===== config.mk =====
export PLATFORM = sky130hd
export DESIGN_NAME = timer_prescaler_period_search
export DESIGN_NICKNAME = d
export VERILOG_FILES = /design/src/tpps_pkg.sv /design/src/timer_prescaler_period_search.sv /design/src/tpps_div.sv /design/src/tpps_dp.sv /design/src/tpps_ctrl.sv
export SDC_FILE = /design/constraint.sdc
export NUM_CORES = 2
export LEC_CHECK = 0
export BUFFER_PORTS_ARGS = -buffer_cell sky130_fd_sc_hd__buf_2
export CAP_MARGIN = 20
export CORE_MARGIN = 2
export CORE_UTILIZATION = 70
export CTS_CLUSTER_SIZE = 25
export DETAILED_ROUTE_END_ITERATION = 8
export PLACE_DENSITY = 0.95
export SLEW_MARGIN = 30
export SYNTH_ARGS = -nofsm -noshare
export SYNTH_HDL_FRONTEND = slang
export SYNTH_SLANG_ARGS = --single-unit

===== constraint.sdc =====
create_clock -name clock -period 13.2 [get_ports clock]
set_clock_uncertainty 0.05 [all_clocks]
set_input_delay 2.64 -clock clock [delete_from_list [all_inputs] [get_ports clock]]
set_output_delay 2.64 -clock clock [all_outputs]
set_load 0.03 [all_outputs]

===== src/tpps_pkg.sv =====
// ----------------------------------------------------------------------------
// tpps_pkg: shared types and constants for the prescaler/period search
// widths of the stream fields, register indexes and controller interface
// ----------------------------------------------------------------------------
package tpps_pkg;

   localparam int FREQ_W      = 32;
   localparam int CLK_W       = 32;
   localparam int DIV_W       = 16;
   localparam int DIVP1_W     = DIV_W + 1;
   localparam int PSC_W       = 16;
   localparam int PER_W       = 32;
   localparam int STEP_W      = DIVP1_W + FREQ_W;
   localparam int PROD_W      = 64;
   localparam int QUO_W       = 32;
   localparam int CSR_INDEX_W = 8;
   localparam int CSR_DATA_W  = 32;
   localparam int REQ_TDATA_W = 32;
   localparam int RSP_TDATA_W = 48;

   localparam logic [CLK_W-1:0] TIMER_CLK_RESET = CLK_W'(84000000);
   localparam int PRESCALER_LIMIT_DEFAULT = 65535;

   // register indexes
   localparam logic [CSR_INDEX_W-1:0] CSR_TIMER_CLK     = CSR_INDEX_W'(0);
   localparam logic [CSR_INDEX_W-1:0] CSR_CLOCK_DIVIDER = CSR_INDEX_W'(1);

   typedef struct packed {
      logic load;        // latch a new frequency, clear results
      logic mul;         // form divp1 * frequency
      logic div_first;   // start clock / frequency
      logic div_prod;    // start clock / product
      logic take_q;      // capture the quotient into the period
      logic advance;     // prescaler + 1, product + step
      logic clear_per;   // product above clock, period is zero
      logic publish;     // load the result register
   } tpps_cmd_type;

   typedef struct packed {
      logic freq_zero;
      logic div_done;
      logic per_over;    // period above 0xffff
      logic psc_below;   // prescaler below its limit
      logic prod_over;   // product above clock
      logic out_free;    // result register can take a beat
   } tpps_status_type;

endpackage


===== src/timer_prescaler_period_search.sv =====
// ----------------------------------------------------------------------------
// timer_prescaler_period_search: timer prescaler and period from a frequency
// a zero frequency skips the divider; otherwise a first division, then one
// divider pass per prescaler step, up to the chosen prescaler
// one item at a time: a new request is taken only after the result is published
// reset: synchronous, clears control and loads timer clock 84000000, divider 0
// ----------------------------------------------------------------------------
module timer_prescaler_period_search #(
   parameter int PRESCALER_LIMIT = tpps_pkg::PRESCALER_LIMIT_DEFAULT
) (
   input  logic                             clock,
   input  logic                             reset,
   // request stream
   input  logic                             req_tvalid,
   output logic                             req_tready,
   input  logic [tpps_pkg::REQ_TDATA_W-1:0] req_tdata,   // [31:0] target_frequency
   // response stream
   output logic                             rsp_tvalid,
   input  logic                             rsp_tready,
   output logic [tpps_pkg::RSP_TDATA_W-1:0] rsp_tdata,   // [15:0] prescaler_value,
                                                         // [47:16] period_value
   output logic [0:0]                       rsp_tuser,   // [0] zero_frequency
   // register write port
   input  logic                             csr_valid,
   output logic                             csr_ready,
   input  logic [tpps_pkg::CSR_INDEX_W-1:0] csr_index,
   input  logic [tpps_pkg::CSR_DATA_W-1:0]  csr_data
);
   import tpps_pkg::*;

   tpps_cmd_type    cmd;
   tpps_status_type status;
   logic [PSC_W-1:0] prescaler_value;
   logic [PER_W-1:0] period_value;
   logic             zero_frequency;

   // registers are always writable; the user must write them only while idle, the block itself does not enforce it
   assign csr_ready = 1'b1;

   // controller: one item at a time, loops while the period is too large
   tpps_ctrl u_ctrl (
      .clock      (clock),
      .reset      (reset),
      .req_tvalid (req_tvalid),
      .req_tready (req_tready),
      .cmd        (cmd),
      .status     (status)
   );

   // datapath: product grows by divp1*freq per prescaler step,
   // a shared divider forms clock / product
   tpps_dp #(
      .PRESCALER_LIMIT (PRESCALER_LIMIT)
   ) u_dp (
      .clock            (clock),
      .reset            (reset),
      .cmd              (cmd),
      .status           (status),
      .target_frequency (req_tdata[FREQ_W-1:0]),
      .csr_write        (csr_valid & csr_ready),
      .csr_index        (csr_index),
      .csr_data         (csr_data),
      .rsp_tready       (rsp_tready),
      .rsp_tvalid       (rsp_tvalid),
      .prescaler_value  (prescaler_value),
      .period_value     (period_value),
      .zero_frequency   (zero_frequency)
   );

   // pack the response beat, prescaler in the low bits
   assign rsp_tdata    = {period_value, prescaler_value};
   assign rsp_tuser[0] = zero_frequency;

   // a zero frequency beat carries all-zero results
   a_zero_payload: assert property (@(posedge clock) disable iff (reset)
      rsp_tvalid && rsp_tuser[0] |-> rsp_tdata == '0)
      else $error("zero frequency beat with nonzero results");

   // a period above 16 bits only when the prescaler hit its limit
   a_period_fits: assert property (@(posedge clock) disable iff (reset)
      rsp_tvalid && (rsp_tdata[RSP_TDATA_W-1:PSC_W+16] != '0)
      |-> rsp_tdata[PSC_W-1:0] == PSC_W'(PRESCALER_LIMIT))
      else $error("large period with prescaler below its limit");

   // the search takes one request at a time
   a_one_at_a_time: assert property (@(posedge clock) disable iff (reset)
      req_tvalid && req_tready |=> !req_tready)
      else $error("request taken while a search is running");

endmodule


===== src/tpps_div.sv =====
// ----------------------------------------------------------------------------
// tpps_div: restoring divider
// one quotient bit per cycle, done pulses when the quotient is final
// ----------------------------------------------------------------------------
module tpps_div (
   input  logic                      clock,
   input  logic                      reset,
   input  logic                      start,
   input  logic [tpps_pkg::QUO_W-1:0] dividend,
   input  logic [tpps_pkg::QUO_W-1:0] divisor,
   output logic [tpps_pkg::QUO_W-1:0] quotient,
   output logic                      done
);
   import tpps_pkg::*;

   localparam int CNT_W = $clog2(QUO_W);

   logic [QUO_W-1:0] acc_ff, acc_in;
   logic [QUO_W-1:0] quo_ff, quo_in;
   logic [QUO_W-1:0] dsr_ff;
   logic [CNT_W-1:0] cnt_ff;
   logic             busy_ff;
   logic             done_ff;
   logic [QUO_W:0]   shifted;
   logic [QUO_W+1:0] diff;
   logic             ge;

   always_comb begin
      shifted = {acc_ff, quo_ff[QUO_W-1]};
      diff    = {1'b0, shifted} - {2'b00, dsr_ff};
      ge      = ~diff[QUO_W+1];
      acc_in  = ge ? diff[QUO_W-1:0] : shifted[QUO_W-1:0];
      quo_in  = {quo_ff[QUO_W-2:0], ge};
   end

   always_ff @(posedge clock) begin
      if (reset) begin
         busy_ff <= 1'b0;
         done_ff <= 1'b0;
      end else begin
         done_ff <= 1'b0;
         if (start) begin
            busy_ff <= 1'b1;
         end else if (busy_ff && cnt_ff == '0) begin
            busy_ff <= 1'b0;
            done_ff <= 1'b1;
         end
      end
   end

   always_ff @(posedge clock) begin
      if (start) begin
         acc_ff <= '0;
         quo_ff <= dividend;
         dsr_ff <= divisor;
         cnt_ff <= CNT_W'(QUO_W - 1);
      end else if (busy_ff) begin
         acc_ff <= acc_in;
         quo_ff <= quo_in;
         cnt_ff <= cnt_ff - CNT_W'(1);
      end
   end

   assign quotient = quo_ff;
   assign done     = done_ff;

endmodule


===== src/tpps_dp.sv =====
// ----------------------------------------------------------------------------
// tpps_dp: datapath of the prescaler/period search
// config registers, product accumulator, divider and result register
// ----------------------------------------------------------------------------
module tpps_dp #(
   parameter int PRESCALER_LIMIT = tpps_pkg::PRESCALER_LIMIT_DEFAULT
) (
   input  logic                            clock,
   input  logic                            reset,
   input  tpps_pkg::tpps_cmd_type          cmd,
   output tpps_pkg::tpps_status_type       status,
   input  logic [tpps_pkg::FREQ_W-1:0]     target_frequency,
   input  logic                            csr_write,
   input  logic [tpps_pkg::CSR_INDEX_W-1:0] csr_index,
   input  logic [tpps_pkg::CSR_DATA_W-1:0] csr_data,
   input  logic                            rsp_tready,
   output logic                            rsp_tvalid,
   output logic [tpps_pkg::PSC_W-1:0]      prescaler_value,
   output logic [tpps_pkg::PER_W-1:0]      period_value,
   output logic                            zero_frequency
);
   import tpps_pkg::*;

   logic [CLK_W-1:0]  timer_clk_ff;
   logic [DIV_W-1:0]  clock_div_ff;
   logic [FREQ_W-1:0] freq_ff;
   logic              zero_ff;
   logic [PSC_W-1:0]  psc_ff;
   logic [PER_W-1:0]  per_ff;
   logic [STEP_W-1:0] step_ff;
   logic [STEP_W-1:0] step_in;
   logic [PROD_W-1:0] prod_ff;
   logic              minus_one_ff;
   logic [QUO_W-1:0]  quotient;
   logic              div_done;
   logic [QUO_W-1:0]  divisor;
   logic [PER_W-1:0]  q_adj;

   logic              rsp_valid_ff;
   logic [PSC_W-1:0]  rsp_psc_ff;
   logic [PER_W-1:0]  rsp_per_ff;
   logic              rsp_zero_ff;

   // config registers, unknown indexes are dropped
   always_ff @(posedge clock) begin
      if (reset) begin
         timer_clk_ff <= TIMER_CLK_RESET;
         clock_div_ff <= '0;
      end else if (csr_write) begin
         unique case (csr_index)
            CSR_TIMER_CLK:     timer_clk_ff <= csr_data[CLK_W-1:0];
            CSR_CLOCK_DIVIDER: clock_div_ff <= csr_data[DIV_W-1:0];
            default: ;
         endcase
      end
   end

   assign step_in = STEP_W'({1'b0, clock_div_ff} + DIVP1_W'(1)) * STEP_W'(freq_ff);
   assign divisor = cmd.div_first ? freq_ff : prod_ff[QUO_W-1:0];
   // saturating minus one on the quotient of the product
   assign q_adj   = minus_one_ff ? ((quotient == '0) ? '0 : quotient - QUO_W'(1)) : quotient;

   tpps_div u_div (
      .clock    (clock),
      .reset    (reset),
      .start    (cmd.div_first | cmd.div_prod),
      .dividend (timer_clk_ff),
      .divisor  (divisor),
      .quotient (quotient),
      .done     (div_done)
   );

   always_ff @(posedge clock) begin
      if (cmd.load) begin
         freq_ff <= target_frequency;
         zero_ff <= (target_frequency == '0);
         psc_ff  <= '0;
         per_ff  <= '0;
      end
      if (cmd.mul) begin
         step_ff <= step_in;
         prod_ff <= PROD_W'(step_in);
      end
      if (cmd.div_first) minus_one_ff <= 1'b0;
      if (cmd.div_prod)  minus_one_ff <= 1'b1;
      if (cmd.take_q)    per_ff <= q_adj;
      if (cmd.clear_per) per_ff <= '0;
      if (cmd.advance) begin
         psc_ff  <= psc_ff + PSC_W'(1);
         prod_ff <= prod_ff + PROD_W'(step_ff);
      end
   end

   // result register
   always_ff @(posedge clock) begin
      if (reset) begin
         rsp_valid_ff <= 1'b0;
      end else if (cmd.publish) begin
         rsp_valid_ff <= 1'b1;
      end else if (rsp_tready) begin
         rsp_valid_ff <= 1'b0;
      end
   end

   always_ff @(posedge clock) begin
      if (cmd.publish) begin
         rsp_psc_ff  <= psc_ff;
         rsp_per_ff  <= per_ff;
         rsp_zero_ff <= zero_ff;
      end
   end

   always_comb begin
      status.freq_zero = zero_ff;
      status.div_done  = div_done;
      status.per_over  = (per_ff[PER_W-1:16] != '0);
      status.psc_below = (psc_ff < PSC_W'(PRESCALER_LIMIT));
      status.prod_over = (prod_ff > PROD_W'(timer_clk_ff));
      status.out_free  = ~rsp_valid_ff | rsp_tready;
   end

   assign rsp_tvalid      = rsp_valid_ff;
   assign prescaler_value = rsp_psc_ff;
   assign period_value    = rsp_per_ff;
   assign zero_frequency  = rsp_zero_ff;

endmodule


===== src/tpps_ctrl.sv =====
// ----------------------------------------------------------------------------
// tpps_ctrl: controller of the prescaler/period search
// sequences first division, prescaler steps and result hand-off
// ----------------------------------------------------------------------------
module tpps_ctrl (
   input  logic                      clock,
   input  logic                      reset,
   input  logic                      req_tvalid,
   output logic                      req_tready,
   output tpps_pkg::tpps_cmd_type    cmd,
   input  tpps_pkg::tpps_status_type status
);
   import tpps_pkg::*;

   typedef enum logic [2:0] {
      ST_IDLE,
      ST_MUL,
      ST_WAIT,
      ST_CHECK,
      ST_PROD,
      ST_FINISH
   } state_type;

   state_type state_ff, state_in;
   logic      ready_ff;

   always_comb begin
      state_in = state_ff;
      cmd      = '0;
      unique case (state_ff)
         ST_IDLE: begin
            if (req_tvalid && ready_ff) begin
               cmd.load = 1'b1;
               state_in = ST_MUL;
            end
         end
         ST_MUL: begin
            cmd.mul = 1'b1;
            if (status.freq_zero) begin
               state_in = ST_FINISH;
            end else begin
               cmd.div_first = 1'b1;
               state_in      = ST_WAIT;
            end
         end
         ST_WAIT: begin
            if (status.div_done) begin
               cmd.take_q = 1'b1;
               state_in   = ST_CHECK;
            end
         end
         ST_CHECK: begin
            if (status.per_over && status.psc_below) begin
               cmd.advance = 1'b1;
               state_in    = ST_PROD;
            end else begin
               state_in = ST_FINISH;
            end
         end
         ST_PROD: begin
            if (status.prod_over) begin
               cmd.clear_per = 1'b1;
               state_in      = ST_CHECK;
            end else begin
               cmd.div_prod = 1'b1;
               state_in     = ST_WAIT;
            end
         end
         ST_FINISH: begin
            if (status.out_free) begin
               cmd.publish = 1'b1;
               state_in    = ST_IDLE;
            end
         end
         default: state_in = ST_IDLE;
      endcase
   end

   always_ff @(posedge clock) begin
      if (reset) begin
         state_ff <= ST_IDLE;
         ready_ff <= 1'b1;
      end else begin
         state_ff <= state_in;
         ready_ff <= (state_in == ST_IDLE);
      end
   end

   assign req_tready = ready_ff;

endmodule

**After elaboration in Yosys (flattened, before gate mapping)**

Cells that the tools add are included.

- Flip-flop bits (word level): 400
- Input port bits: 77
- Output and inout bits: 52
- Logic and storage cells: 97

- Add/sub/neg operators: 6
- Multiply operators: 1
- Magnitude comparators: 2
- Equal/unequal tests: 6
- Mux-type cells: 38
- Bitwise gates (word level): 4
- Reduce and logical (&&, ||, !) cells: 19

Operators with widths:

| kind | number |
|---|---|
| two-way mux 32 bit | 8 |
| two-way mux 64 bit | 2 |
| adder 64 x 49 -> 64 bit | 1 |
| greater-than comparator 64 x 32 -> 1 bit | 1 |
| logical NOT 32 bit | 2 |
| multiplier 49 x 32 -> 49 bit | 1 |
| subtractor 33 x 32 -> 34 bit | 1 |
| two-way mux 16 bit | 2 |
| subtractor 32 x 1 -> 32 bit (second input constant) | 1 |
| two-way mux 1 bit | 20 |
| one-hot mux 3 bit (6 select lines) | 1 |
| adder 16 x 1 -> 17 bit (second input constant) | 1 |
| adder 16 x 1 -> 16 bit (second input constant) | 1 |
| less-than comparator 16 bit (second input constant) | 1 |
| nonzero test 16 bit | 1 |
| two-way mux 3 bit | 4 |
| nonzero test 2 bit | 6 |
| equality test 8 x 1 -> 1 bit (second input constant) | 1 |
| logical NOT 8 bit | 1 |
| equality test 3 x 2 -> 1 bit (second input constant) | 2 |
| equality test 3 bit (second input constant) | 2 |
| logical NOT 3 bit | 2 |
| logical NOT 5 bit | 1 |
| subtractor 5 x 1 -> 5 bit (second input constant) | 1 |
| 7 further kinds | 12 |

**Longest topological paths before layout**

- Depth in word-level cells: 5
- Gate-level depth with buffers: 30
- Mapped depth without buffers: 28

**Hierarchy**

Synthesis repeated with hierarchy kept, for this count alone.

- Cells, all modules: 4157
- Area total of the unflattened synthesis: 39221.4 µm²

By module, submodules not included:

| module | times used | cells an instance | area an instance (µm²) | sequential area each (µm²) |
|---|---|---|---|---|
| tpps_dp | 1 | 3545 | 33064.2 | 7977.7 |
| tpps_div | 1 | 569 | 5824.3 | 2702.6 |
| tpps_ctrl | 1 | 41 | 321.6 | 80.1 |
| timer_prescaler_period_search | 1 | 2 | 11.3 | 0.0 |

**Least setup slack after synthesis**

OpenSTA, ideal clock, no wires.

- Path type: register -> register
- From: reg u_dp.clock_div_ff[2]
- To: reg u_dp.prod_ff[46], data pin
- Library setup time: 0.260 ns
- Data arrival time: 7.228 ns
- Required time: 12.890 ns
- Setup slack: 5.663 ns
- Cell stages (with the launch flop): 28
- Buffers on the path: 2
- Clock period less this slack: 7.537 ns
- Cells stage by stage: dfxtp_1 -> and3_1 -> and3_1 -> nand4_1 -> nand2b_1 -> xnor2_1 -> clkbuf_1 -> nand2_1 -> fa_1 -> inv_1 -> fa_1 -> fa_1 -> fa_1 -> fa_1 -> inv_1 -> fa_1 -> inv_1 -> ha_1 -> clkbuf_1 -> a21oi_1 -> o21ai_0 -> o2111ai_1 -> a21oi_1 -> a2111oi_2 -> o41ai_1 -> a221oi_2 -> xnor2_1 -> mux2_2

- Longest elaborated chain between the ends: 4

RTL lines:

| element | RTL line | RTL |
|---|---|---|
| start: declaration | tpps_dp.sv:25 | `logic [DIV_W-1:0] clock_div_ff;` |
| start signal: assignment | tpps_dp.sv:52 | `CSR_CLOCK_DIVIDER: clock_div_ff <= csr_data[DIV_W-1:0];` |
| adder 16 x 1 -> 17 bit | tpps_dp.sv:58 | `assign step_in = STEP_W'({1'b0, clock_div_ff} + DIVP1_W'(1)) * STEP_W'(freq_ff);` |
| multiplier 49 x 32 -> 49 bit | tpps_dp.sv:58 |  |
| via u_dp.step_in[46] | tpps_dp.sv:31 | `logic [STEP_W-1:0] step_in;` |
| two-way mux 64 bit | tpps_dp.sv:80 | `if (cmd.mul) begin` |
| two-way mux 64 bit | tpps_dp.sv:88 | `if (cmd.advance) begin` |
| end signal: assignment | tpps_dp.sv:82 | `prod_ff <= PROD_W'(step_in);` |
| end signal: assignment | tpps_dp.sv:90 | `prod_ff <= prod_ff + PROD_W'(step_ff);` |
| end: declaration | tpps_dp.sv:32 | `logic [PROD_W-1:0] prod_ff;` |

The timed path passes the listed nets, and every way through them passes these cells. The select of a mux whose other input is x is not followed.
A chain may end at the register's enable or synchronous reset.

**Worst setup path in the final report**

- From: reg u_dp.clock_div_ff[3]
- To: reg u_dp.prod_ff[47], data pin

- Longest elaborated chain between the ends: 4

RTL lines:

| element | RTL line |
|---|---|
| adder 16 x 1 -> 17 bit | tpps_dp.sv:58 |
| multiplier 49 x 32 -> 49 bit | tpps_dp.sv:58 |
| two-way mux 64 bit | tpps_dp.sv:80 |
| two-way mux 64 bit | tpps_dp.sv:88 |

Every way passes these cells. The select of a mux whose other input is x is not followed.

==> summary.txt <==
Status
  • Result of the run: finished clean

Timing
  • Upper clock frequency limit: 115.0 MHz
  • Worst Tran Pin Value: 1.068 ns
  • Endpoints failing hold: 0
  • Final critical-path required period: 8.698 ns
  • Setup Total Neg Slack: 0 ns
  • Unrepaired setup endpoints after global routing: false
  • Final max-slew violation count: 0
  • Setup slack after layout: 4.502 ns
  • Fraction of the cycle the final worst path needs: 0.6590
  • Final setup vio count: 0
  • Worst Hold Slack: a little under 0.4 ns
  • Slew headroom: 0.2883

Synth
  • Synthesis-stage register bit count: 400
  • Leading post-synthesis cells by cell area: fa_1 23%, edfxtp_1 21%, ha_1 7.7%, inv_1 6.6%, dfxtp_1 6.4%
  • Area of the mapped netlist: 39270 um2
  • Post-Synthesis Mean Instance Area: approximately 9.2 um2
  • Total of warnings raised by yosys: 0
  • Cell accounting for the most synthesized area: fa_1
  • EDFF count, synth: 275
  • Gate count after technology mapping: roughly 4300
  • Yosys cell types: 92
  • Seq/Total Area, Yosys: 0.2740
  • Main synth FF type: edfxtp_1
  • Post-Syn Nets: approximately 5000
  • Fraction of synthesized cell area taken by the top area cell type: 0.2299
  • Synth async-reset ratio: 0

Die
  • Count of pins on the block boundary: 129
  • Overall die width: 240.9 um
  • Die height: 240.9 um
  • Placeable core area: 55310 um2
  • Placement Rows: 86
  • Starting Density: 0.7100
  • Die footprint: roughly 58000 um2

Global route
  • Initial antenna violation count: 9
  • Vias in the first global route: 33240
  • Remaining global-route overflow: 0
  • Largest net degree at the start of global routing: ~100
  • Wire length of the first global-routing pass: 174.2 mm
  • Total routing resource utilization after global routing: 0.3891

Clock network
  • Count of buffers added by post-CTS timing repair for setup: 0
  • Maximum clock insertion buffer count: 3
  • Clock insertion delay at the later pin of the skew report: 0.60 ns
  • Num CTS Buffers: 42
  • Clock-pin slew on the worst setup and hold paths: 0.07 ns
  • CTS Sinks: 400
  • Cts hold-fix bufs: 0
  • Clock tree from TritonCTS: done
  • Post-CTS sizing: 0
  • Depth of the CTS H-tree: 2
  • Master cell of the clock root buffer: clkbuf_16

Setup path
  • Worst path arrival time: 8.97 ns
  • Capturing element type of the critical path: register
  • Worst-path cell with the longest stage delay: fa_1
  • Worst Reg2Reg Path Length in Cells: 28
  • Launching instance or port of the critical path: u_dp.clock_div_ff[3]
  • Reg2Reg Capture Point: u_dp.prod_ff[47]
  • Crit Path Class: register to register
  • Setup crit end: u_dp.prod_ff[47]
  • Data required time of the worst path: 13.47 ns
  • Highest net fanout along the worst path: 32
  • CP startpoint kind: register
  • Most used cell along the critical path: fa_1
  • Highest cell delay on the worst timing path: 0.66 ns
  • FF-to-FF Start: u_dp.clock_div_ff[3]
  • Setup slack of the most critical reg-to-reg path: 4.50 ns

Final layout
  • Layout cells sized above 1: 0.08456
  • Multi-input gate area: 25260 um2
  • # nets final: roughly 5000
  • Final core occ: 0.7573
  • Syn-to-layout area delta: 6.662%
  • Fill cell total of the finished layout: around 3500
  • Sequential standard cell area: roughly 11000 um2

Drt
  • Vias after detailed routing: between 30000 and 40000
  • Number of remaining DRC errors: 0
  • Final routed wirelength across all metal layers: 109.9 mm
  • Mean number of vias per cell: between 6 and 7
  • Antenna viol nets, final: 0
  • Detailed Routing Iterations Pass 1: 6
  • Routed wire length per instance: 21.85 um
  • Drt first-iter violations: 3497

Pwr
  • Reg power frac: 0.384
  • Max rail drop VDD: approximately 0.00016 V
  • Portion of total power attributed to combinational logic: 0.387
  • Share of total power in the clock network: 0.229
  • Power density normalized to cell area: 124.3 nW/um2
  • Switching Share: 0.4142
  • Final Total Pwr: about 5200 uW
  • Pleak: 0.01917 uW
  • Net Sw Power: 2157 uW
  • Internal: 3050 uW

Placed design
  • Global placer's final weighted congestion: slightly below 1
  • Port buffer count: 127
  • Detailed placer's ending HPWL: 78.78 mm
  • Worst setup slack before clock tree synthesis: 4.798 ns

Job
  • Number of max-cap violations: 0

Worst hold path
  • Min-Delay Path Class: register to register
[synth_stat cells (all sizes together) (42+ instances only)]
cell and count:
a21o 70, a21oi 174, and2 173, buf 45, clkbuf 172, dfxtp 125, edfxtp 275, fa 451
ha 241, inv 687, nand2 627, nand2b 51, nand3 63, nand4 42, nor2 199, o21ai 181
xnor2 91, xor2 79
[layout by cell type (no fill, tap or decap), types with 127 or more instances in the layout]
cell and count:
a21oi_1 171, and2_1 172, buf_2 127, edfxtp_1 275, fa_1 451, ha_1 241
inv_1 686, nand2_1 626, nor2_1 194, o21ai_0 172
[power groups by stage]
| stage | Clock, uW | Sequential [uW] | Combinational, uW |
|---|---|---|---|
| after CTS | 1190 | 1980 | 1960 |
| after global routing | 1240 | 2010 | 2210 |
| final | 1190 | 2000 | 2020 |
| after global placement | 0 | 1990 | 1850 |
| after floorplan | 0 | 1800 | 1540 |
| after detailed placement | 0 | 2000 | 1920 |
[worst min-delay path by stage]
stage	from	endpoint	cells past startpoint
floorplan	u_dp.per_ff[13]	u_dp.period_value[13]	0
global placement	u_dp.per_ff[14]	u_dp.period_value[14]	0
detailed placement	u_dp.per_ff[13]	u_dp.period_value[13]	0
CTS	u_dp.per_ff[13]	u_dp.period_value[13]	0
global route	u_dp.per_ff[13]	u_dp.period_value[13]	0
finish	u_dp.per_ff[13]	u_dp.period_value[13]	0
[layer usage]
layer / global-route usage / up-vias / part of all wire / wire length (um)
met2: 0.6441 / 2014 / 0.48 / 52390
met3: 0.09550 / 664 / 0.11 / 11570
li1: - / 13830 / - / -
met5: 0 / - / 0.00026 / 29
met4: 0.2639 / 4 / 0.081 / 8894
met1: 0.4498 / 15460 / 0.34 / 37060
[cell families after synthesis]
| kind of cell | synth area share |
|---|---|
| and+or+nand+nor | 0.1611 |
| buffers and inverters | 0.08816 |
| adders and majority gates | 0.3067 |
| AOI/OAI and AO/OA | 0.1142 |
| DFF | 0.2740 |
| xor gates and xnor gates | 0.03792 |
| muxes | 0.01778 |
| other | 0.00009550 |
[worst max-delay path: cells and delay by family, from the launching register on]
kind | cells | cell delay (ns)
compound gates | 8 | 1.75
xor+xnor | 1 | 0.15
fa+ha+maj | 7 | 3.32
buf+inv | 6 | 0.78
flops | 1 | 0.42
simple gates | 6 | 1.90
[sequential cells by signal, indices dropped and copies added (netlist names), 3 cells and up]
register	flops
u_dp.prod_ff	64
u_dp.step_ff	49
u_dp.freq_ff	32
u_dp.per_ff	32
u_dp.period_value	32
u_dp.timer_clk_ff	32
u_dp.u_div.acc_ff	32
u_dp.u_div.dsr_ff	32
u_dp.u_div.quotient	32
u_dp.clock_div_ff	16
u_dp.prescaler_value	16
u_dp.psc_ff	16
u_dp.u_div.cnt_ff	5
u_ctrl.state_ff	3
[cell type report]
| type | instances | area share |
|---|---|---|
| Antenna cell | 4 | 0.0002390 |
| Timing Repair Buffer | 168 | 0.02336 |
| Clock buffer | 51 | 0.02638 |
| Tap cell | 748 | 0.02234 |
| Sequential cell | 400 | 0.2570 |
| Clock inverter | 26 | 0.005915 |
| Inverter | 688 | 0.06169 |
| Multi-Input combinational cell | 2948 | 0.6031 |
[through the flow]
step / cells / cell area, um2
final: 5033 / 41890
after global routing: 5029 / 41880
after CTS: 5027 / 41830
after detailed placement: 4950 / 40480
after global placement: 4949 / 40440
after floorplan: 4253 / 39270
Power figures use the tool's default switching activity.
